<file path="config.mk">
export PLATFORM = sky130hd
export DESIGN_NAME = plac_ctrl
export DESIGN_NICKNAME = d
export VERILOG_FILES = /design/src/rtl/plac_pkg.sv /design/src/rtl/plac_ctrl.sv
export SDC_FILE = /design/constraint.sdc
export NUM_CORES = 1
export LEC_CHECK = 0
export BUFFER_PORTS_ARGS = -buffer_cell sky130_fd_sc_hd__buf_2
export CORE_ASPECT_RATIO = 0.8
export CORE_MARGIN = 2
export CORE_UTILIZATION = 54
export DETAILED_ROUTE_END_ITERATION = 7
export GPL_ROUTABILITY_DRIVEN = 1
export PLACE_DENSITY = 0.79
export SLEW_MARGIN = 40
export SYNTH_ARGS = -nofsm -noshare
export SYNTH_HDL_FRONTEND = slang
export SYNTH_SLANG_ARGS = --single-unit
</file>
<file path="constraint.sdc">
create_clock -name clk -period 2.3 [get_ports clk]
set_clock_uncertainty 0.1 [all_clocks]
set_input_delay 0.69 -clock clk [delete_from_list [all_inputs] [get_ports clk]]
set_output_delay 0.69 -clock clk [all_outputs]
set_load 0.1 [all_outputs]
</file>
<file path="src/rtl/plac_pkg.sv">
`timescale 1ns / 1ps

package plac_pkg;

  // default packing of one vector component / color channel
  localparam int COMPONENT_BITS_DEF = 16;

  // internal fixed-point widths (components are brought to Q.14 in 16 bits)
  localparam int COMP_W = 16;
  localparam int SUM_W  = 48;
  localparam int NL_W   = 20;
  localparam int R_W    = 23;
  localparam int ROOT_W = SUM_W / 2;
  localparam int REM_W  = ROOT_W + 3;
  localparam int ACC_W  = 24;
  localparam int STEP_W = 5;

  localparam logic [14:0]      ONE_Q14 = 15'd16384;
  localparam logic [ACC_W-1:0] ACC_MAX = {ACC_W{1'b1}};

  // iteration counts of the serial units
  localparam logic [STEP_W-1:0] SQRT_STEPS = STEP_W'(ROOT_W);
  localparam logic [STEP_W-1:0] DIV_STEPS  = 5'd15;
  localparam logic [STEP_W-1:0] LOG_LAST   = 5'd15;
  localparam logic [STEP_W-1:0] EXP_LAST   = 5'd15;

  // channel term phases
  localparam logic [STEP_W-1:0] CH_KD   = 5'd0;
  localparam logic [STEP_W-1:0] CH_KS   = 5'd1;
  localparam logic [STEP_W-1:0] CH_FALL = 5'd2;
  localparam logic [STEP_W-1:0] CH_COL  = 5'd3;
  localparam logic [STEP_W-1:0] CH_SH   = 5'd4;

  // configuration register indexes
  localparam logic [2:0] REG_DIFFUSE_RED    = 3'd0;
  localparam logic [2:0] REG_DIFFUSE_GREEN  = 3'd1;
  localparam logic [2:0] REG_DIFFUSE_BLUE   = 3'd2;
  localparam logic [2:0] REG_SPECULAR_RED   = 3'd3;
  localparam logic [2:0] REG_SPECULAR_GREEN = 3'd4;
  localparam logic [2:0] REG_SPECULAR_BLUE  = 3'd5;
  localparam logic [2:0] REG_GLOSS          = 3'd6;

  typedef enum logic [3:0] {
    S_IDLE, S_CHECK, S_NL, S_REFL, S_LEN2, S_SQRT, S_DIV, S_VR,
    S_SPEC, S_NORM, S_LOG, S_GMUL, S_EXP, S_SHIFT, S_CH, S_EMIT
  } state_t;

  typedef enum logic [3:0] {
    OP_NONE, OP_LOAD, OP_NL, OP_REFL, OP_LEN2, OP_SQRT, OP_DIV, OP_VR,
    OP_SPEC, OP_NORM, OP_LOG, OP_GMUL, OP_EXP, OP_SHIFT, OP_CH, OP_EMIT
  } op_t;

  typedef struct packed {
    op_t               op;
    logic [1:0]        lane;
    logic [STEP_W-1:0] step;
  } cmd_t;

  typedef struct packed {
    logic light_valid;
    logic last_light;
    logic l_nonzero;
    logic spec_direct;
    logic norm_done;
    logic out_free;
  } sts_t;

  // floor square root, evaluated at elaboration only
  function automatic logic [63:0] isqrt64(input logic [63:0] x);
    logic [63:0] v;
    logic [63:0] res;
    logic [63:0] b;
    v   = x;
    res = '0;
    b   = 64'h4000_0000_0000_0000;
    for (int i = 0; i < 32; i++) begin
      if (v >= res + b) begin
        v   = v - (res + b);
        res = (res >> 1) + b;
      end else begin
        res = res >> 1;
      end
      b = b >> 2;
    end
    return res;
  endfunction

  // 2^(-2^-j) in Q.30, each the root of the one before
  function automatic logic [29:0] exp2_root(input int j);
    logic [63:0] c;
    c = 64'd1 << 29;
    for (int i = 1; i <= j; i++) begin
      c = isqrt64(c << 30);
    end
    return c[29:0];
  endfunction

endpackage

</file>
<file path="src/rtl/plac_ctrl.sv">
`timescale 1ns / 1ps

module plac_ctrl (
  input  logic            clk,
  input  logic            rst_n,
  input  logic            in_valid,
  output logic            in_stall,
  input  plac_pkg::sts_t  sts,
  output plac_pkg::cmd_t  cmd
);

  plac_pkg::state_t state_r, state_nxt;
  logic [1:0]                  lane_r, lane_nxt;
  logic [plac_pkg::STEP_W-1:0] step_r, step_nxt;

  always_ff @(posedge clk) begin
    if (!rst_n) begin
      state_r <= plac_pkg::S_IDLE;
      lane_r  <= '0;
      step_r  <= '0;
    end else begin
      state_r <= state_nxt;
      lane_r  <= lane_nxt;
      step_r  <= step_nxt;
    end
  end

  // next state
  always_comb begin
    state_nxt = state_r;
    lane_nxt  = lane_r;
    step_nxt  = step_r;
    case (state_r)
      plac_pkg::S_IDLE: begin
        if (in_valid) state_nxt = plac_pkg::S_CHECK;
      end
      plac_pkg::S_CHECK: begin
        lane_nxt = '0;
        step_nxt = '0;
        if (sts.light_valid && sts.l_nonzero) state_nxt = plac_pkg::S_NL;
        else if (sts.last_light)              state_nxt = plac_pkg::S_EMIT;
        else                                  state_nxt = plac_pkg::S_IDLE;
      end
      plac_pkg::S_NL, plac_pkg::S_REFL, plac_pkg::S_LEN2, plac_pkg::S_VR: begin
        if (lane_r == 2'd2) begin
          lane_nxt = '0;
          step_nxt = '0;
          case (state_r)
            plac_pkg::S_NL:   state_nxt = plac_pkg::S_REFL;
            plac_pkg::S_REFL: state_nxt = plac_pkg::S_LEN2;
            plac_pkg::S_LEN2: state_nxt = plac_pkg::S_SQRT;
            default:          state_nxt = plac_pkg::S_SPEC;
          endcase
        end else begin
          lane_nxt = lane_r + 2'd1;
        end
      end
      plac_pkg::S_SQRT: begin
        if (step_r == plac_pkg::SQRT_STEPS) begin
          step_nxt  = '0;
          lane_nxt  = '0;
          state_nxt = plac_pkg::S_DIV;
        end else begin
          step_nxt = step_r + 1'b1;
        end
      end
      plac_pkg::S_DIV: begin
        if (step_r == plac_pkg::DIV_STEPS) begin
          step_nxt = '0;
          if (lane_r == 2'd2) begin
            lane_nxt  = '0;
            state_nxt = plac_pkg::S_VR;
          end else begin
            lane_nxt = lane_r + 2'd1;
          end
        end else begin
          step_nxt = step_r + 1'b1;
        end
      end
      plac_pkg::S_SPEC: begin
        lane_nxt = '0;
        step_nxt = '0;
        state_nxt = sts.spec_direct ? plac_pkg::S_CH : plac_pkg::S_NORM;
      end
      plac_pkg::S_NORM: begin
        step_nxt = '0;
        if (sts.norm_done) state_nxt = plac_pkg::S_LOG;
      end
      plac_pkg::S_LOG: begin
        if (step_r == plac_pkg::LOG_LAST) begin
          step_nxt  = '0;
          state_nxt = plac_pkg::S_GMUL;
        end else begin
          step_nxt = step_r + 1'b1;
        end
      end
      plac_pkg::S_GMUL: begin
        step_nxt  = '0;
        state_nxt = plac_pkg::S_EXP;
      end
      plac_pkg::S_EXP: begin
        if (step_r == plac_pkg::EXP_LAST) begin
          step_nxt  = '0;
          state_nxt = plac_pkg::S_SHIFT;
        end else begin
          step_nxt = step_r + 1'b1;
        end
      end
      plac_pkg::S_SHIFT: begin
        lane_nxt  = '0;
        step_nxt  = '0;
        state_nxt = plac_pkg::S_CH;
      end
      plac_pkg::S_CH: begin
        if (step_r == plac_pkg::CH_SH) begin
          step_nxt = '0;
          if (lane_r == 2'd2) begin
            lane_nxt  = '0;
            state_nxt = sts.last_light ? plac_pkg::S_EMIT : plac_pkg::S_IDLE;
          end else begin
            lane_nxt = lane_r + 2'd1;
          end
        end else begin
          step_nxt = step_r + 1'b1;
        end
      end
      plac_pkg::S_EMIT: begin
        if (sts.out_free) state_nxt = plac_pkg::S_IDLE;
      end
      default: state_nxt = plac_pkg::S_IDLE;
    endcase
  end

  // outputs
  always_comb begin
    cmd.lane = lane_r;
    cmd.step = step_r;
    in_stall = (state_r != plac_pkg::S_IDLE);
    case (state_r)
      plac_pkg::S_IDLE:  cmd.op = in_valid ? plac_pkg::OP_LOAD : plac_pkg::OP_NONE;
      plac_pkg::S_CHECK: cmd.op = plac_pkg::OP_NONE;
      plac_pkg::S_NL:    cmd.op = plac_pkg::OP_NL;
      plac_pkg::S_REFL:  cmd.op = plac_pkg::OP_REFL;
      plac_pkg::S_LEN2:  cmd.op = plac_pkg::OP_LEN2;
      plac_pkg::S_SQRT:  cmd.op = plac_pkg::OP_SQRT;
      plac_pkg::S_DIV:   cmd.op = plac_pkg::OP_DIV;
      plac_pkg::S_VR:    cmd.op = plac_pkg::OP_VR;
      plac_pkg::S_SPEC:  cmd.op = plac_pkg::OP_SPEC;
      plac_pkg::S_NORM:  cmd.op = plac_pkg::OP_NORM;
      plac_pkg::S_LOG:   cmd.op = plac_pkg::OP_LOG;
      plac_pkg::S_GMUL:  cmd.op = plac_pkg::OP_GMUL;
      plac_pkg::S_EXP:   cmd.op = plac_pkg::OP_EXP;
      plac_pkg::S_SHIFT: cmd.op = plac_pkg::OP_SHIFT;
      plac_pkg::S_CH:    cmd.op = plac_pkg::OP_CH;
      plac_pkg::S_EMIT:  cmd.op = sts.out_free ? plac_pkg::OP_EMIT : plac_pkg::OP_NONE;
      default:           cmd.op = plac_pkg::OP_NONE;
    endcase
  end

endmodule

</file>
==> results by group, run 1 <==
Synthesis
  – Most frequent cell after synthesis: nor2_1
  – Post-synth EDFFs: 0
  – Yosys cell types: 53
  – #FFs+latches synth: 11
  – Mapped Avg Cell Area: a little over 8 µm²
  – Ys async rst share: 0%
  – Post-Synthesis Cells: 131
  – Synthesized Nets: 144
  – Sequential area share after synthesis: a little over a fifth
  – Synth top area share: between 20% and 30%
  – Synthesized area: around 1100 µm²
  – Main flop type after synthesis: dfxtp_1
  – Most frequent cells after synthesis: nor2_1 (12), dfxtp_1 (11), nand2_1 (11), inv_1 (10), a21oi_1 (6)
  – Synth top area cells: dfxtp_1 (21%), ha_1 (4.8%), nor2_1 (4.3%)
  – Synth warn: 0
  – Cell taking the most area after synthesis: dfxtp_1

Die
  – Core area: roughly 1900 µm²
  – Die height: 43.5 µm
  – Die W: 53.4 µm
  – Initial Util: a little under three fifths
  – Die ar.: between 2000 and 2500 µm²
  – Rows: 14
  – # IOs: 21

Setup path
  – Crit path cell chain: buf_6 -> nor4b_2 -> buf_4 -> a211oi_4 -> buf_12
  – Buf/Inv on CP: 3
  – Slowest stage cell on the critical path: dfxtp_4
  – Max stage delay on crit path: just under 400 ps
  – Worst R2R Start: step_r[0]
  – Launch point of the worst path: state_r[3]
  – Crit path max fanout: 10
  – Arr. time, crit path: between 1000 and 1500 ps
  – Worst Setup Start Kind: flop
  – Worst Setup End Kind: output pin
  – Crit path max-delay family: buffers and inverters
  – Worst path required time: between 1500 and 2000 ps
  – Setup Crit Path Kind: flop to output pin

STA
  – Setup violators final: 0
  – Period minus WS final: roughly 2300 ps
  – Fin crit share: a little over nine tenths
  – Fin. Hold Viols: 0
  – Unrepaired setup endpoints after global routing: yes
  – Max frequency: approximately 440 MHz
  – Least-Margin Pin Slew: between 400 and 500 ps
  – Slew margin rel.: approximately two thirds
  – Pins Over Slew Limit: 0

Power
  – Pwr dens: approximately 1500 nW/µm²
  – Worst vdd ir: roughly 0.0013 V
  – Static Leak: 0.550 nW

Placement
  – PortBufs: 20
  – Inst Count DP: around 180
  – Hpwl dp: 2.10 mm
  – GPL Wtd Cong: roughly 0.90

Clocking
  – Clock Path Buffers: 2
  – Hold-fix buffer count after cts: 0
  – CTS root buffer: clkbuf_4
  – TritonCTS Buffers: 3
  – CTS Sinks: 11
  – CTS tree: built
  – Clk slew on worst S/H paths: about 80 ps
  – Clock Latency Late Sink: 280 ps
  – H-Tree Level Count: 1

Route
  – DR WL/cell: between 10 and 15 µm
  – Top Metal Used: met4
  – First DRT Iteration DRCs: 24
  – Drc violations: 0
  – DR WL met2: 1.25 mm
  – Met3 routed WL: between 200 and 250 µm
  – Post-DRT Antenna Nets: 0
  – M1 wire length: about 1.2 mm
  – Final Routed Wirelength: 2.70 mm
  – First drt pass iteration count: 4
  – Via count: ~1100
  – Vias per cell: between 5 and 6

Finish
  – Area grow syn2layout: 33.8%
  – Register Area: 236 µm²
  – Multi-input gate area: approximately 790 µm²
  – Fillers: ~150
  – Final Non-Filler Cells: between 150 and 200
  – Fin nets: ~180
  – ANT cells: 0
  – Final Core Density: 75.9%
  – Share of cells above drive strength 1: a little over two fifths

Min path
  – Worst Hold Launch: step_r[0]
  – Worst min path class: flop to flop

Global routing
  – Total GRT Usage: between 20% and 30%
  – GRT overflow: 0
  – First-pass GRT wire length: approximately 4.4 mm
  – Number of global-route vias before repair: between 900 and 1000
  – Largest net degree at the start of global routing: 12
  – Initial antenna violation count: 0

Outcome
  – Outcome: completed

Job
  – Max cap viols: 0
-- kinds of logic after synthesis --
family | count (synthesis) | share of synthesized area [%]
fa+ha+maj | 4 | 4.75
compound gates | 39 | 29.1
buf+inv | 19 | 9.03
simple gates | 51 | 29.8
flops | 11 | 20.9
xor+xnor | 3 | 2.49
mux | 4 | 3.92
-- where the power goes --
part	total [W]	switching, W	internal, W
registers	0.000348	0.0000988	0.000250
logic	0.00166	0.00100	0.000655
clock network	0.000137	0.0000730	0.0000645
-- cells in the final DEF, fill, tap and decap left out, types with 3 or more instances in the layout --
cell / instances
buf_2: 15
buf_4: 14
nand2_1: 11
nor2_1: 9
inv_1: 8
dfxtp_2: 7
a21oi_1: 6
nand3_1: 4
nand2b_1: 4
o21ai_0: 4
a211oi_1: 4
ha_1: 4
buf_12: 4
o211ai_1: 3
mux2i_1: 3
clkbuf_4: 3
-- stage by stage --
step                hold slack [ps]  power (W)  cell area (µm²)  TNS [ps]  setup WS [ps]
global placement                382    0.00188             1330         0            129
detailed placement              399    0.00191             1330         0           81.3
floorplan                       627    0.00156             1140      -272           -137
CTS                             411    0.00211             1390         0          0.502
global route                    432    0.00225             1410    -0.474         -0.474
finish                          409    0.00215             1410         0           48.0
-- final timing paths --
kind	to	slack, ps	cells past startpoint
worst min register to register	step_r[0]	410	1
worst max register to register	step_r[2]	170	8
worst min-delay path	step_r[0]	410	1
worst max-delay path	cmd[7]	50	5
-- layer usage --
layer / vias to the layer above / GRT usage, %
met4: 0 / 5.13
met3: 3 / 6.90
met1: 511 / 37.3
met2: 40 / 36.8
met5: - / 0
li1: 547 / -
-- flip-flops by register name, summed over array words and instances, names as in the netlist --
| signal | cells |
|---|---|
| lane_r | 2 |
| state_r | 4 |
| step_r | 5 |
-- timing repair --
item / 4_1_cts / 5_1_grt
hold endpoints to repair: 0 / 0
cloned: 0 / 0
pin swaps: 0 / 1
gates resized for setup: 6 / 3
setup buffers: 3 / 1
endpoints found under the setup margin: 4 / 2
-- layout make-up --
type	count	share of cell area, %
multi-input combinational	101	56.1
timing repair buffer	35	20.1
sequential	11	16.8
inverter	10	3.02
tap	24	2.13
clock buffer	3	1.60
clock inverter	1	0.355
(Power assumes the default switching activity.)
==> inputs of run 2 (changes only) <==
Settings changed: CORE_MARGIN 2 to 5, RECOVER_POWER set to 100.
==> results by group, run 2 (synthesis gave the netlist of run 1 again) <==
Finish
  – Area grow syn2layout: 24.9% (was 33.8%)
  – Commonest non-fill, non-tap cells in the layout: nand2_1 (11), nor2_1 (9) (was buf_2 (15), buf_4 (14), nand2_1 (11))
  – Top reg by flops: step_r (unchanged)
  – Fillers: 161 (was 145)
  – Max reg flops: 5 (unchanged)
  – Fin nets: 166 (was 175)
  – Final instance area: 1320 µm² (was 1410 µm²)
  – Share of cells above drive strength 1: 39.5% (was 43.5%)
  – Commonest non-fill, non-tap cell in the layout: nand2_1 (was buf_2)
  – ANT cells: 0 (unchanged)
  – Biggest regs: step_r: 5 flops, state_r: 4 flops, lane_r: 2 flops (unchanged)

STA
  – Fin crit share: 97.8% (was 97.9%)
  – Max frequency: 445 MHz (was 444 MHz)
  – Pins Over Slew Limit: 0 (unchanged)
  – Unrepaired setup endpoints after global routing: no (was yes)
  – Slew margin rel.: 62.9% (was 66.5%)
  – Setup violators final: 0 (unchanged)
  – Fin. Hold Viols: 0 (unchanged)
  – Least-Margin Pin Slew: 557 ps (was 494 ps)
  – Setup TNS Final: 0 ps (unchanged)
  – Period minus WS final: 2250 ps (about the same)

Global routing
  – First-pass GRT wire length: 4.87 mm (was 4.35 mm)
  – Largest net degree at the start of global routing: 16 (was 12)
  – Initial antenna violation count: 0 (unchanged)
  – Total GRT Usage: 20.9% (was 25.2%)
  – Number of global-route vias before repair: 1050 (was 968)
  – GRT overflow: 0 (unchanged)

Clocking
  – CTS root buffer: clkbuf_4 (unchanged)
  – CTS tree: built (unchanged)
  – Clock Path Buffers: 2 (unchanged)
  – H-Tree Level Count: 1 (unchanged)
  – Clk slew on worst S/H paths: 70 ps (was 80 ps)
  – CTS Sinks: 11 (unchanged)
  – Setup repair bufs after CTS: 0 (was 3)
  – Hold-fix buffer count after cts: 0 (unchanged)
  – Clock Latency Late Sink: 270 ps (was 280 ps)
  – TritonCTS Buffers: 3 (unchanged)

Die
  – Initial Util: 56.2% (was 56.7%)
  – Core area: 1870 µm² (was 1860 µm²)
  – Die ar.: 2940 µm² (was 2320 µm²)
  – Rows: 14 (unchanged)
  – Die W: 59.4 µm (was 53.4 µm)
  – # IOs: 21 (unchanged)
  – Die height: 49.5 µm (was 43.5 µm)

Setup path
  – Worst Setup End Kind: output pin (unchanged)
  – Crit path max-delay family: simple AND/OR/NAND/NOR gates (was buffers and inverters)
  – Crit path cell chain: or4_4 -> buf_6 (was buf_6 -> nor4b_2 -> buf_4 -> a211oi_4 -> buf_12)
  – Launch point of the worst path: state_r[0] (was state_r[3])
  – Worst R2R Start: state_r[3] (was step_r[0])
  – Crit path max fanout: 10 (unchanged)
  – Worst Setup Start Kind: flop (unchanged)
  – R2R Setup Slk: 80 ps (was 170 ps)
  – Max stage delay on crit path: 580 ps (was 390 ps)
  – Setup Crit Path Kind: flop to output pin (unchanged)
  – Slowest stage cell on the critical path: or4_4 (was dfxtp_4)
  – Worst path required time: 1510 ps (about the same)
  – Worst path depth: 2 (was 5)
  – Buf/Inv on CP: 1 (was 3)
  – CP endpoint: in_stall (was cmd[7])
  – Worst reg2reg path depth: 7 (was 8)
  – Reg-to-reg endpoint: state_r[3] (was step_r[2])
  – Arr. time, crit path: 1460 ps (about the same)

Min path
  – Worst min path class: flop to flop (unchanged)
  – Worst Hold Launch: step_r[0] (unchanged)

Route
  – M1 wire length: 1.30 mm (was 1.24 mm)
  – DR WL/cell: 16.4 µm (was 14.6 µm)
  – Via count: 1076 (was 1101)
  – DR WL met2: 1.31 mm (was 1.25 mm)
  – Post-DRT Antenna Nets: 0 (unchanged)
  – Final Routed Wirelength: 2.88 mm (was 2.70 mm)
  – First DRT Iteration DRCs: 38 (was 24)
  – Drc violations: 0 (unchanged)
  – Met3 routed WL: 255 µm (was 202 µm)
  – Top Metal Used: met4 (unchanged)
  – Vias per cell: 6.11 (was 5.95)
  – First drt pass iteration count: 4 (unchanged)

Placement
  – GPL Wtd Cong: 0.908 (was 0.900)
  – DP Area: 1290 µm² (was 1330 µm²)
  – Hpwl dp: 2.22 mm (was 2.10 mm)
  – PortBufs: 20 (unchanged)

Power
  – Pwr dens: 1540 nW/µm² (was 1520 nW/µm²)
  – Static Leak: 0.487 nW (was 0.550 nW)
  – Worst vdd ir: 0.00103 V (was 0.00125 V)

Job
  – Max cap viols: 0 (unchanged)

Outcome
  – Outcome: completed (unchanged)
run 2: metrics by stage:
| stage | utilization, % | instances | power (W) | setup WS [ps] | hold slack, ps |
|---|---|---|---|---|---|
| floorplan | - | 131 | 0.00156 | -137 | 627 |
| global placement | 69.0 | 172 | 0.00183 | 137 | 382 |
| detailed placement | 69.0 | 172 | 0.00188 | 79.5 | 399 |
| finish | 70.2 | 176 | 0.00202 | 50.8 | 415 |
| global route | 70.2 | 176 | 0.00213 | 2.99 | 441 |
| CTS | 70.8 | 176 | 0.00203 | 5.12 | 411 |
run 2: worst min path at each step:
stage,endpoint,slack [ps],cells past startpoint
2_1_floorplan,state_r[3],630,3
3_3_place_gp,step_r[0],380,1
3_5_place_dp,step_r[0],400,1
4_1_cts,step_r[0],410,1
5_1_grt,step_r[0],440,1
6_report,step_r[0],410,1
run 2: cell type report:
cell class                 instances  area (µm²)  share of cell area [%]
multi-input combinational        101         796                    60.5
clock buffer                       4        26.3                    2.00
sequential                        11         230                    17.5
tap                               24        30.0                    2.28
timing repair buffer              26         191                    14.5
inverter                          10        42.5                    3.23
run 2: metal layers:
layer | GRT usage, % | vias up
met2 | 32.0 | 39
met1 | 27.9 | 509
met5 | 0 | -
met3 | 9.92 | 2
met4 | 1.13 | 0
li1 | - | 526
run 2: timing repair:
item / CTS / global route
setup endpoints to repair: 2 / 5
endpoints found under the hold margin: 0 / 0
gates resized for setup: 3 / 3
pin swaps: 0 / 0
run 2: where the power goes:
part / switching [W] / total (W) / leakage (nW) / internal [W]
registers: 0.000109 / 0.000353 / 0.0933 / 0.000244
clock network: 0.0000659 / 0.000133 / 0.0150 / 0.0000672
logic: 0.000997 / 0.00154 / 0.378 / 0.000539
