===== src/rtl/plac_pkg.sv =====
`timescale 1ns / 1ps

package plac_pkg;

  // default packing of one vector component / color channel
  localparam int COMPONENT_BITS_DEF = 16;

  // internal fixed-point widths (components are brought to Q.14 in 16 bits)
  localparam int COMP_W = 16;
  localparam int SUM_W  = 48;
  localparam int NL_W   = 20;
  localparam int R_W    = 23;
  localparam int ROOT_W = SUM_W / 2;
  localparam int REM_W  = ROOT_W + 3;
  localparam int ACC_W  = 24;
  localparam int STEP_W = 5;

  localparam logic [14:0]      ONE_Q14 = 15'd16384;
  localparam logic [ACC_W-1:0] ACC_MAX = {ACC_W{1'b1}};

  // iteration counts of the serial units
  localparam logic [STEP_W-1:0] SQRT_STEPS = STEP_W'(ROOT_W);
  localparam logic [STEP_W-1:0] DIV_STEPS  = 5'd15;
  localparam logic [STEP_W-1:0] LOG_LAST   = 5'd15;
  localparam logic [STEP_W-1:0] EXP_LAST   = 5'd15;

  // channel term phases
  localparam logic [STEP_W-1:0] CH_KD   = 5'd0;
  localparam logic [STEP_W-1:0] CH_KS   = 5'd1;
  localparam logic [STEP_W-1:0] CH_FALL = 5'd2;
  localparam logic [STEP_W-1:0] CH_COL  = 5'd3;
  localparam logic [STEP_W-1:0] CH_SH   = 5'd4;

  // configuration register indexes
  localparam logic [2:0] REG_DIFFUSE_RED    = 3'd0;
  localparam logic [2:0] REG_DIFFUSE_GREEN  = 3'd1;
  localparam logic [2:0] REG_DIFFUSE_BLUE   = 3'd2;
  localparam logic [2:0] REG_SPECULAR_RED   = 3'd3;
  localparam logic [2:0] REG_SPECULAR_GREEN = 3'd4;
  localparam logic [2:0] REG_SPECULAR_BLUE  = 3'd5;
  localparam logic [2:0] REG_GLOSS          = 3'd6;

  typedef enum logic [3:0] {
    S_IDLE, S_CHECK, S_NL, S_REFL, S_LEN2, S_SQRT, S_DIV, S_VR,
    S_SPEC, S_NORM, S_LOG, S_GMUL, S_EXP, S_SHIFT, S_CH, S_EMIT
  } state_t;

  typedef enum logic [3:0] {
    OP_NONE, OP_LOAD, OP_NL, OP_REFL, OP_LEN2, OP_SQRT, OP_DIV, OP_VR,
    OP_SPEC, OP_NORM, OP_LOG, OP_GMUL, OP_EXP, OP_SHIFT, OP_CH, OP_EMIT
  } op_t;

  typedef struct packed {
    op_t               op;
    logic [1:0]        lane;
    logic [STEP_W-1:0] step;
  } cmd_t;

  typedef struct packed {
    logic light_valid;
    logic last_light;
    logic l_nonzero;
    logic spec_direct;
    logic norm_done;
    logic out_free;
  } sts_t;

  // floor square root, evaluated at elaboration only
  function automatic logic [63:0] isqrt64(input logic [63:0] x);
    logic [63:0] v;
    logic [63:0] res;
    logic [63:0] b;
    v   = x;
    res = '0;
    b   = 64'h4000_0000_0000_0000;
    for (int i = 0; i < 32; i++) begin
      if (v >= res + b) begin
        v   = v - (res + b);
        res = (res >> 1) + b;
      end else begin
        res = res >> 1;
      end
      b = b >> 2;
    end
    return res;
  endfunction

  // 2^(-2^-j) in Q.30, each the root of the one before
  function automatic logic [29:0] exp2_root(input int j);
    logic [63:0] c;
    c = 64'd1 << 29;
    for (int i = 1; i <= j; i++) begin
      c = isqrt64(c << 30);
    end
    return c[29:0];
  endfunction

endpackage


===== src/rtl/plac_dp.sv =====
`timescale 1ns / 1ps

module plac_dp #(
  parameter int COMPONENT_BITS = plac_pkg::COMPONENT_BITS_DEF
) (
  input  logic                clk,
  input  logic                rst_n,
  input  plac_pkg::cmd_t      cmd,
  output plac_pkg::sts_t      sts,
  input  logic [47:0]         in_surface_normal,
  input  logic [47:0]         in_light_dir,
  input  logic [47:0]         in_ray_dir,
  input  logic [47:0]         in_light_rgb,
  input  logic [47:0]         in_shadow_rgb,
  input  logic [15:0]         in_falloff,
  input  logic                in_light_valid,
  input  logic                in_last_light,
  input  logic                cfg_valid,
  input  logic [2:0]          cfg_index,
  input  logic [15:0]         cfg_data,
  output logic                out_valid,
  input  logic                out_stall,
  output logic [15:0]         out_red,
  output logic [15:0]         out_green,
  output logic [15:0]         out_blue
);

  localparam int CB  = COMPONENT_BITS;
  localparam int PW  = (3 * CB > 48) ? 3 * CB : 48;
  localparam int SHR = (CB >= 16) ? CB - 16 : 0;
  localparam int SHL = (CB < 16) ? 16 - CB : 0;
  localparam int SW  = plac_pkg::SUM_W;
  localparam int RW  = plac_pkg::R_W;
  localparam int AW  = plac_pkg::ACC_W;

  function automatic logic signed [15:0] sgn_comp(input logic [47:0] word, input int idx);
    logic [PW-1:0]          ext;
    logic [CB-1:0]          raw;
    logic signed [CB+16:0]  wide;
    ext  = PW'(word);
    raw  = ext[idx*CB +: CB];
    wide = signed'({{17{raw[CB-1]}}, raw});
    if (CB >= 16) return 16'(wide >>> SHR);
    else          return 16'(wide <<< SHL);
  endfunction

  function automatic logic [15:0] uns_comp(input logic [47:0] word, input int idx);
    logic [PW-1:0]   ext;
    logic [CB-1:0]   raw;
    logic [CB+16:0]  wide;
    ext  = PW'(word);
    raw  = ext[idx*CB +: CB];
    wide = {17'b0, raw};
    if (CB >= 16) return 16'(wide >> SHR);
    else          return 16'(wide << SHL);
  endfunction

  // configuration, accumulators and output registers
  logic [15:0]   kd_r [3];
  logic [15:0]   ks_r [3];
  logic [15:0]   gloss_r;
  logic [AW-1:0] acc_r [3];
  logic          out_valid_r;
  logic [15:0]   out_r [3];

  // latched light
  logic signed [15:0] n_r [3];
  logic signed [15:0] l_r [3];
  logic signed [15:0] d_r [3];
  logic [15:0]        col_r [3];
  logic [15:0]        sh_r [3];
  logic [15:0]        fall_r;
  logic               vld_r;
  logic               last_r;

  // work registers
  logic signed [SW-1:0]       sum_r;
  logic signed [plac_pkg::NL_W-1:0] nl_r;
  logic signed [RW-1:0]       r_r [3];
  logic signed [15:0]         rn_r [3];
  logic [SW-1:0]              rad_r;
  logic [plac_pkg::REM_W-1:0] rem_r;
  logic [plac_pkg::ROOT_W-1:0] root_r;
  logic [plac_pkg::ROOT_W-1:0] len_r;
  logic [14:0]                m_r;
  logic [3:0]                 k_r;
  logic [31:0]                mant_r;
  logic [15:0]                frac_r;
  logic [10:0]                ip_r;
  logic [15:0]                fp_r;
  logic [30:0]                p_r;
  logic [14:0]                spec_r;
  logic [33:0]                t_r;

  logic [29:0] ctab [16];
  for (genvar j = 0; j < 16; j++) begin : g_ctab
    localparam logic [29:0] CJ = plac_pkg::exp2_root(j + 1);
    assign ctab[j] = CJ;
  end

  // combinational helpers
  logic signed [32:0]          ma, mb;
  logic signed [65:0]          prod;
  logic signed [plac_pkg::NL_W-1:0] nl_w;
  logic signed [SW-1:0]        nsum;
  logic signed [33:0]          vrf;
  logic [14:0]                 vr_w;
  logic [15:0]                 nlc;
  logic [RW-1:0]               rmag;
  logic [plac_pkg::REM_W-1:0]  sq_rem2, sq_trial, dv_rem2;
  logic                        sq_ge, dv_ge;
  logic [plac_pkg::ROOT_W-1:0] sq_root, dv_q;
  logic [31:0]                 sq_mant;
  logic [19:0]                 neg_log;
  logic [26:0]                 t_exp;
  logic [34:0]                 ch_sum;
  logic [AW+1:0]               acc_sum;
  logic [AW:0]                 emit_sum [3];
  logic [AW-2:0]               emit_q [3];
  logic [1:0]                  ln;

  assign ln   = cmd.lane;
  assign prod = ma * mb;
  assign nl_w = plac_pkg::NL_W'(sum_r >>> 14);
  assign nsum = -sum_r;
  assign vrf  = 34'(nsum >>> 14);

  always_comb begin
    if (vrf < 34'sd0)           vr_w = '0;
    else if (vrf > 34'sd16384)  vr_w = plac_pkg::ONE_Q14;
    else                        vr_w = vrf[14:0];
    if (nl_r < 0)                         nlc = '0;
    else if (nl_r > 20'sd65535)           nlc = 16'hFFFF;
    else                                  nlc = nl_r[15:0];
  end

  // isqrt digit step, divide step, product slices and channel/emit sums
  always_comb begin
    rmag     = r_r[ln][RW-1] ? RW'(-r_r[ln]) : RW'(r_r[ln]);
    sq_rem2  = {rem_r[plac_pkg::REM_W-3:0], rad_r[SW-1:SW-2]};
    sq_trial = plac_pkg::REM_W'({root_r, 2'b01});
    sq_ge    = (sq_rem2 >= sq_trial);
    sq_root  = {root_r[plac_pkg::ROOT_W-2:0], sq_ge};
    dv_rem2  = {rem_r[plac_pkg::REM_W-2:0], rad_r[SW-1]};
    dv_ge    = (dv_rem2 >= plac_pkg::REM_W'(len_r));
    dv_q     = {root_r[plac_pkg::ROOT_W-2:0], dv_ge};
    sq_mant  = prod[61:30];
    neg_log  = {k_r, 16'b0} - {4'b0, frac_r};
    t_exp    = prod[35:9];
    ch_sum   = 35'(t_r) + 35'(prod[32:0]);
    acc_sum  = (AW+2)'(acc_r[ln]) + (AW+2)'(prod[38:14]);
    for (int i = 0; i < 3; i++) begin
      emit_sum[i] = (AW+1)'(kd_r[i]) + (AW+1)'(acc_r[i]);
      emit_q[i]   = emit_sum[i][AW:2];
    end
  end

  // operand selection for the shared multiplier
  always_comb begin
    ma = '0;
    mb = '0;
    case (cmd.op)
      plac_pkg::OP_NL:   begin ma = 33'(n_r[ln]);  mb = 33'(l_r[ln]); end
      plac_pkg::OP_REFL: begin ma = 33'(nl_w);     mb = 33'(n_r[ln]); end
      plac_pkg::OP_LEN2: begin ma = 33'(r_r[ln]);  mb = 33'(r_r[ln]); end
      plac_pkg::OP_VR:   begin ma = 33'(rn_r[ln]); mb = 33'(d_r[ln]); end
      plac_pkg::OP_LOG:  begin ma = signed'({1'b0, mant_r}); mb = signed'({1'b0, mant_r}); end
      plac_pkg::OP_GMUL: begin
        ma = signed'({13'b0, neg_log});
        mb = signed'({17'b0, gloss_r});
      end
      plac_pkg::OP_EXP:  begin
        ma = signed'({2'b0, p_r});
        mb = signed'({3'b0, ctab[cmd.step[3:0]]});
      end
      plac_pkg::OP_CH: begin
        case (cmd.step)
          plac_pkg::CH_KD:   begin ma = signed'({17'b0, nlc});    mb = signed'({17'b0, kd_r[ln]}); end
          plac_pkg::CH_KS:   begin ma = signed'({18'b0, spec_r}); mb = signed'({17'b0, ks_r[ln]}); end
          plac_pkg::CH_FALL: begin ma = signed'({1'b0, t_r[31:0]}); mb = signed'({17'b0, fall_r}); end
          plac_pkg::CH_COL:  begin ma = signed'({1'b0, t_r[31:0]}); mb = signed'({17'b0, col_r[ln]}); end
          plac_pkg::CH_SH:   begin ma = signed'({1'b0, t_r[31:0]}); mb = signed'({17'b0, sh_r[ln]}); end
          default:           begin ma = '0; mb = '0; end
        endcase
      end
      default: begin ma = '0; mb = '0; end
    endcase
  end

  // control, configuration, accumulators and output register
  always_ff @(posedge clk) begin
    if (!rst_n) begin
      for (int i = 0; i < 3; i++) begin
        kd_r[i]  <= '0;
        ks_r[i]  <= '0;
        acc_r[i] <= '0;
      end
      gloss_r     <= '0;
      out_valid_r <= 1'b0;
    end else begin
      if (cfg_valid) begin
        case (cfg_index)
          plac_pkg::REG_DIFFUSE_RED:    kd_r[0] <= cfg_data;
          plac_pkg::REG_DIFFUSE_GREEN:  kd_r[1] <= cfg_data;
          plac_pkg::REG_DIFFUSE_BLUE:   kd_r[2] <= cfg_data;
          plac_pkg::REG_SPECULAR_RED:   ks_r[0] <= cfg_data;
          plac_pkg::REG_SPECULAR_GREEN: ks_r[1] <= cfg_data;
          plac_pkg::REG_SPECULAR_BLUE:  ks_r[2] <= cfg_data;
          plac_pkg::REG_GLOSS:          gloss_r <= cfg_data;
          default: ;
        endcase
      end
      if (out_valid_r && !out_stall) out_valid_r <= 1'b0;
      if (cmd.op == plac_pkg::OP_CH && cmd.step == plac_pkg::CH_SH) begin
        acc_r[ln] <= (acc_sum > (AW+2)'(plac_pkg::ACC_MAX)) ? plac_pkg::ACC_MAX
                                                            : acc_sum[AW-1:0];
      end
      if (cmd.op == plac_pkg::OP_EMIT) begin
        out_valid_r <= 1'b1;
        for (int i = 0; i < 3; i++) acc_r[i] <= '0;
      end
    end
  end

  // payload, work and output data registers
  always_ff @(posedge clk) begin
    case (cmd.op)
      plac_pkg::OP_LOAD: begin
        for (int i = 0; i < 3; i++) begin
          n_r[i]   <= sgn_comp(in_surface_normal, i);
          l_r[i]   <= sgn_comp(in_light_dir, i);
          d_r[i]   <= sgn_comp(in_ray_dir, i);
          col_r[i] <= uns_comp(in_light_rgb, i);
          sh_r[i]  <= uns_comp(in_shadow_rgb, i);
        end
        fall_r <= in_falloff;
        vld_r  <= in_light_valid;
        last_r <= in_last_light;
      end
      plac_pkg::OP_NL, plac_pkg::OP_LEN2, plac_pkg::OP_VR: begin
        sum_r <= ((ln == 2'd0) ? SW'(0) : sum_r) + SW'(prod);
      end
      plac_pkg::OP_REFL: begin
        nl_r      <= nl_w;
        r_r[ln]   <= RW'(prod >>> 13) - RW'(l_r[ln]);
      end
      plac_pkg::OP_SQRT: begin
        if (cmd.step == '0) begin
          rad_r  <= sum_r;
          rem_r  <= '0;
          root_r <= '0;
        end else begin
          rem_r  <= sq_ge ? sq_rem2 - sq_trial : sq_rem2;
          root_r <= sq_root;
          rad_r  <= rad_r << 2;
          if (cmd.step == plac_pkg::SQRT_STEPS) len_r <= sq_root;
        end
      end
      plac_pkg::OP_DIV: begin
        if (cmd.step == '0) begin
          rem_r  <= plac_pkg::REM_W'(rmag >> 1);
          rad_r  <= {rmag[0], {(SW-1){1'b0}}};
          root_r <= '0;
        end else begin
          rem_r  <= dv_ge ? dv_rem2 - plac_pkg::REM_W'(len_r) : dv_rem2;
          root_r <= dv_q;
          rad_r  <= rad_r << 1;
          if (cmd.step == plac_pkg::DIV_STEPS) begin
            if (len_r == '0)        rn_r[ln] <= '0;
            else if (r_r[ln][RW-1]) rn_r[ln] <= -signed'(dv_q[15:0]);
            else                    rn_r[ln] <= signed'(dv_q[15:0]);
          end
        end
      end
      plac_pkg::OP_SPEC: begin
        m_r    <= vr_w;
        k_r    <= '0;
        spec_r <= (gloss_r == '0 || vr_w == plac_pkg::ONE_Q14) ? plac_pkg::ONE_Q14 : '0;
      end
      plac_pkg::OP_NORM: begin
        if (!m_r[14]) begin
          m_r <= m_r << 1;
          k_r <= k_r + 4'd1;
        end else begin
          mant_r <= {1'b0, m_r, 16'b0};
        end
      end
      plac_pkg::OP_LOG: begin
        frac_r <= {frac_r[14:0], sq_mant[31]};
        mant_r <= sq_mant[31] ? (sq_mant >> 1) : sq_mant;
      end
      plac_pkg::OP_GMUL: begin
        ip_r <= t_exp[26:16];
        fp_r <= t_exp[15:0];
        p_r  <= 31'd1 << 30;
      end
      plac_pkg::OP_EXP: begin
        if (fp_r[15]) p_r <= prod[60:30];
        fp_r <= fp_r << 1;
      end
      plac_pkg::OP_SHIFT: begin
        spec_r <= (ip_r >= 11'd15) ? '0 : 15'(p_r >> (5'd16 + 5'(ip_r[3:0])));
      end
      plac_pkg::OP_CH: begin
        case (cmd.step)
          plac_pkg::CH_KD:   t_r <= 34'(prod[31:0]);
          plac_pkg::CH_KS:   t_r <= 34'(ch_sum >> 14);
          plac_pkg::CH_FALL: t_r <= 34'(prod[34:14]);
          plac_pkg::CH_COL:  t_r <= 34'(prod[36:14]);
          default: ;
        endcase
      end
      plac_pkg::OP_EMIT: begin
        for (int i = 0; i < 3; i++) begin
          out_r[i] <= (emit_q[i] > (AW-1)'(16'hFFFF)) ? 16'hFFFF : emit_q[i][15:0];
        end
      end
      default: ;
    endcase
  end

  always_comb begin
    sts.light_valid = vld_r;
    sts.last_light  = last_r;
    sts.l_nonzero   = (l_r[0] != '0) || (l_r[1] != '0) || (l_r[2] != '0);
    sts.spec_direct = (gloss_r == '0) || (vr_w == plac_pkg::ONE_Q14) || (vr_w == '0);
    sts.norm_done   = m_r[14];
    sts.out_free    = !out_valid_r || !out_stall;
  end

  assign out_valid = out_valid_r;
  assign out_red   = out_r[0];
  assign out_green = out_r[1];
  assign out_blue  = out_r[2];

endmodule


===== config.mk =====
export PLATFORM = sky130hd
export DESIGN_NAME = plac_dp
export DESIGN_NICKNAME = d
export VERILOG_FILES = /design/src/rtl/plac_pkg.sv /design/src/rtl/plac_dp.sv
export SDC_FILE = /design/constraint.sdc
export NUM_CORES = 2
export LEC_CHECK = 0
export ABC_AREA = 1
export BUFFER_PORTS_ARGS = -buffer_cell sky130_fd_sc_hd__buf_2
export CORE_MARGIN = 8
export CORE_UTILIZATION = 25
export CTS_CLUSTER_DIAMETER = 100
export DETAILED_ROUTE_END_ITERATION = 7
export PLACE_DENSITY = 0.46
export REMOVE_ABC_BUFFERS = 1
export SYNTH_ARGS = -nofsm -noshare
export SYNTH_HDL_FRONTEND = slang
export SYNTH_SLANG_ARGS = --single-unit
export TNS_END_PERCENT = 50

===== constraint.sdc =====
create_clock -name clk -period 28.4 [get_ports clk]
set_input_delay 1.42 -clock clk [delete_from_list [all_inputs] [get_ports clk]]
set_output_delay 1.42 -clock clk [all_outputs]
set_load 0.1 [all_outputs]

==> run_results.csv <==
group,metric,value,unit
logic_synthesis,synth_sequential_area_ratio,31.4,%
logic_synthesis,netlist_area,94400,sq um
sta,final_max_tran_viols,0,
sta,setup_viol_count_final,0,
sta,worst_pin_slew,1.30,ns
clocking,worst_setup_hold_path_clk_slew,0.06,ns
worst_setup_path,critPathMaxFanout,32,
logic_synthesis,synth_seq_cells,993,
floorplanning,io_pins,347,
power_and_ir_drop,powerDensity,101,nW/um^2
placement,port_buffers,346,
clocking,cts.sinks,993,
clocking,post_cts_setup_buffer_count,0,
clocking,number_of_cts_inserted_buffers,109,
route,ant_nets,0,
route,vias_cell,4.76,
route,wl_per_cell,23.5,um
logic_synthesis,synth.lib_cells_used.distinct,74,
placement,numPlacedInstances,16000,
route,num_vias,77400,
clocking,cts-root-buf,"sky130_fd_sc_hd__clkbuf_16",
finish,areaGrowthSynthToFinish,12.5,%
worst_setup_path,count_of_buffer_and_inverter_cells_on_the_critical_path,15,
worst_setup_path,timing.critical_path.mode_cell,"sky130_fd_sc_hd__inv_1",
sta,layout_worst_path_cycle_share,53.0,%
finish,finish.utilization,28.3,%
clocking,insertion_delay,0.75,ns
logic_synthesis,synth-async-reset-ratio,0,%
logic_synthesis,synth-edff-count,976,
worst_setup_path,worstPathArrival,15.52,ns
worst_setup_path,worst_setup_path_start_kind,"input port",
min_path,hp-class,"reg -> reg",
flow_run,maxCapViolations,0,
power_and_ir_drop,irDropWorstVdd,151,uV
floorplanning,floorplan.initialDensity,25.1,%
global_route,grt_usage,18.7,%
global_route,grt_pass1_vias,79000,
placement,gp_congestion,0.970,
sta,maxSlewHeadroom,12.8,%
global_route,grt_antenna_before_repair,38,
route,final_routed_wirelength,382000,um
worst_setup_path,setup.worst_path.end_class,"register",
clocking,cts_tree,"built",
sta,setup_repair_after_global_routing_missed_its_margin,"no",
clocking,post_cts_hold_buffer_count,0,
worst_setup_path,timing_worst_setup_path_type,"in -> reg",
global_route,overflow,0,
floorplanning,die_width,630,um
sta,hold_violations,0,
worst_setup_path,critical_path.slowest_cell,"sky130_fd_sc_hd__nand3_1",
route,post-route-drc-count,0,
clocking,cts_repair_resize_count,0,
placement,detailedPlacementHpwl,302000,um
logic_synthesis,post_synth.cell_area_avg,8.65,sq um
floorplanning,placementRows,225,
sta,final_period_minus_worst_setup_slack,15.06,ns
finish,final_layout_size_suffix_gt1_share,7.42,%
floorplanning,die_height,630,um
sta,fin_skew,0.0533,ns
worst_setup_path,timing.critical_path.max_delay_family,"adder cells",
finish,post_layout_nonfiller_instances,16300,
global_route,first_pass_grt_wire_length,555000,um
logic_synthesis,ys_warn_count,0,
logic_synthesis,synthesis.instances,10900,
floorplanning,fp.dieArea,397000,sq um
power_and_ir_drop,leakage,46.6,nW
sta,worst_hold_slack,0.451,ns
sta,fin_setup_tns,0,ns
finish,nNetsFinal,13000,
clocking,htree_levels,3,
logic_synthesis,dominantRegCellSynth,"sky130_fd_sc_hd__edfxtp_1",
sta,max_freq,66.4,MHz
worst_setup_path,worstPathRequired,28.86,ns
global_route,grt_max_degree,86,
route,drtIter0Drc,7278,
worst_setup_path,max_stage_delay,0.86,ns
outcome,status,"finished, final reports clean",
clocking,ctsLongestPathBuffers,3,
route,tritonroute_pass_1_iters,8,
floorplanning,coreArea,376000,sq um
-- synth_stat cells (64+ instances only) --
| cell | count | area [sq um] |
|---|---|---|
| sky130_fd_sc_hd__nand2_1 | 2702 | 10100 |
| sky130_fd_sc_hd__inv_1 | 2039 | 7650 |
| sky130_fd_sc_hd__fa_1 | 1104 | 22100 |
| sky130_fd_sc_hd__edfxtp_1 | 976 | 29300 |
| sky130_fd_sc_hd__nor2_1 | 896 | 3360 |
| sky130_fd_sc_hd__nand3_1 | 504 | 2520 |
| sky130_fd_sc_hd__a21oi_1 | 463 | 2320 |
| sky130_fd_sc_hd__ha_1 | 441 | 5520 |
| sky130_fd_sc_hd__o21ai_0 | 375 | 1880 |
| sky130_fd_sc_hd__clkbuf_1 | 227 | 852 |
| sky130_fd_sc_hd__xor2_1 | 155 | 1360 |
| sky130_fd_sc_hd__buf_2 | 112 | 561 |
| sky130_fd_sc_hd__xnor2_1 | 100 | 876 |
| sky130_fd_sc_hd__nand4_1 | 82 | 513 |
| sky130_fd_sc_hd__o211ai_1 | 64 | 480 |
-- routing by layer --
metal / share of wire, % / vias to the layer above / track usage [%]
met4: 4.2 / 10 / 6.64
met1: 44 / 39000 / 25.4
li1: - / 35100 / -
met5: 0.016 / - / 0
met3: 6.4 / 571 / 2.48
met2: 46 / 2791 / 30.6
-- cell type report --
| type | count | area [sq um] |
|---|---|---|
| Fill cell | 40600 | 270000 |
| Multi-Input combinational cell | 7459 | 55600 |
| Sequential cell | 993 | 29600 |
| Inverter | 2075 | 7790 |
| Tap cell | 4994 | 6250 |
| Timing Repair Buffer | 523 | 3090 |
| Clock buffer | 133 | 2920 |
| Clock inverter | 73 | 806 |
| Antenna cell | 15 | 37.5 |
-- where the power goes --
part           total [mW]  internal [mW]  switching [mW]
combinational        7.07           2.08            4.99
sequential           2.14           2.05          0.0851
clock                1.51          0.862           0.646
-- placed cells by master (no fill, tap or decap), types with 33 or more instances in the layout --
cell                        synthesis  layout
sky130_fd_sc_hd__o22ai_1           58      58
sky130_fd_sc_hd__nor2_1           896     882
sky130_fd_sc_hd__edfxtp_1         976     976
sky130_fd_sc_hd__ha_1             441     441
sky130_fd_sc_hd__nor4_1            46      43
sky130_fd_sc_hd__xnor2_1          100      96
sky130_fd_sc_hd__inv_1           2039    2039
sky130_fd_sc_hd__o211ai_1          64      64
sky130_fd_sc_hd__nand4_1           82      82
sky130_fd_sc_hd__a31oi_1           41      41
sky130_fd_sc_hd__clkinv_1          12      33
sky130_fd_sc_hd__nand3_1          504     499
sky130_fd_sc_hd__buf_4              8     175
sky130_fd_sc_hd__a21oi_1          463     462
sky130_fd_sc_hd__nor3_1            63      63
sky130_fd_sc_hd__nand2_1         2702    2695
sky130_fd_sc_hd__xor2_1           155     140
sky130_fd_sc_hd__clkbuf_16          0     112
sky130_fd_sc_hd__o21ai_0          375     372
sky130_fd_sc_hd__o221ai_1          34      34
sky130_fd_sc_hd__fa_1            1104    1103
sky130_fd_sc_hd__buf_2            112     345
-- registers in the layout, summed over array words and instances (netlist names), 16 cells and up --
signal / count
fall_r: 16
sh_r: 48
ks_r: 48
kd_r: 48
rem_r: 26
rad_r: 48
col_r: 48
root_r: 24
out_r: 48
d_r: 48
p_r: 31
len_r: 24
sum_r: 48
fp_r: 16
r_r: 69
gloss_r: 16
t_r: 32
l_r: 48
nl_r: 20
rn_r: 48
acc_r: 96
mant_r: 31
n_r: 48
frac_r: 16
-- logic make-up after synthesis --
logic type                 synth area share [%]
adders and majority gates                  29.3
xor gates and xnor gates                   2.41
and+or+nand+nor                            18.9
AOI/OAI and AO/OA                          7.99
buffers and inverters                      10.0
DFF                                        31.4
-- final timing paths --
path         slack, ns                         to                  from  cells after the start
max              13.34  acc_r[1][0]$_SDFFCE_PN0P_                cmd[3]                     49
min               0.45        len_r[17]$_DFFE_PP_  root_r[16]$_DFFE_PP_                      0
max reg2reg      14.65  acc_r[1][0]$_SDFFCE_PN0P_   frac_r[0]$_DFFE_PP_                     55
min reg2reg       0.45        len_r[17]$_DFFE_PP_  root_r[16]$_DFFE_PP_                      0
-- through the flow --
| step | cell area, sq um | power (mW) | worst slack, ns |
|---|---|---|---|
| 6_report | 106000 | 10.7 | 13.34 |
| 5_1_grt | 106000 | 11.4 | 12.81 |
| 4_1_cts | 106000 | 10.7 | 13.43 |
| 3_5_place_dp | 102000 | 9.10 | 12.76 |
| 3_3_place_gp | 102000 | 9.17 | 12.53 |
| 2_1_floorplan | 92700 | 6.35 | 11.70 |
Note: power is estimated with default switching activity, not from simulation.
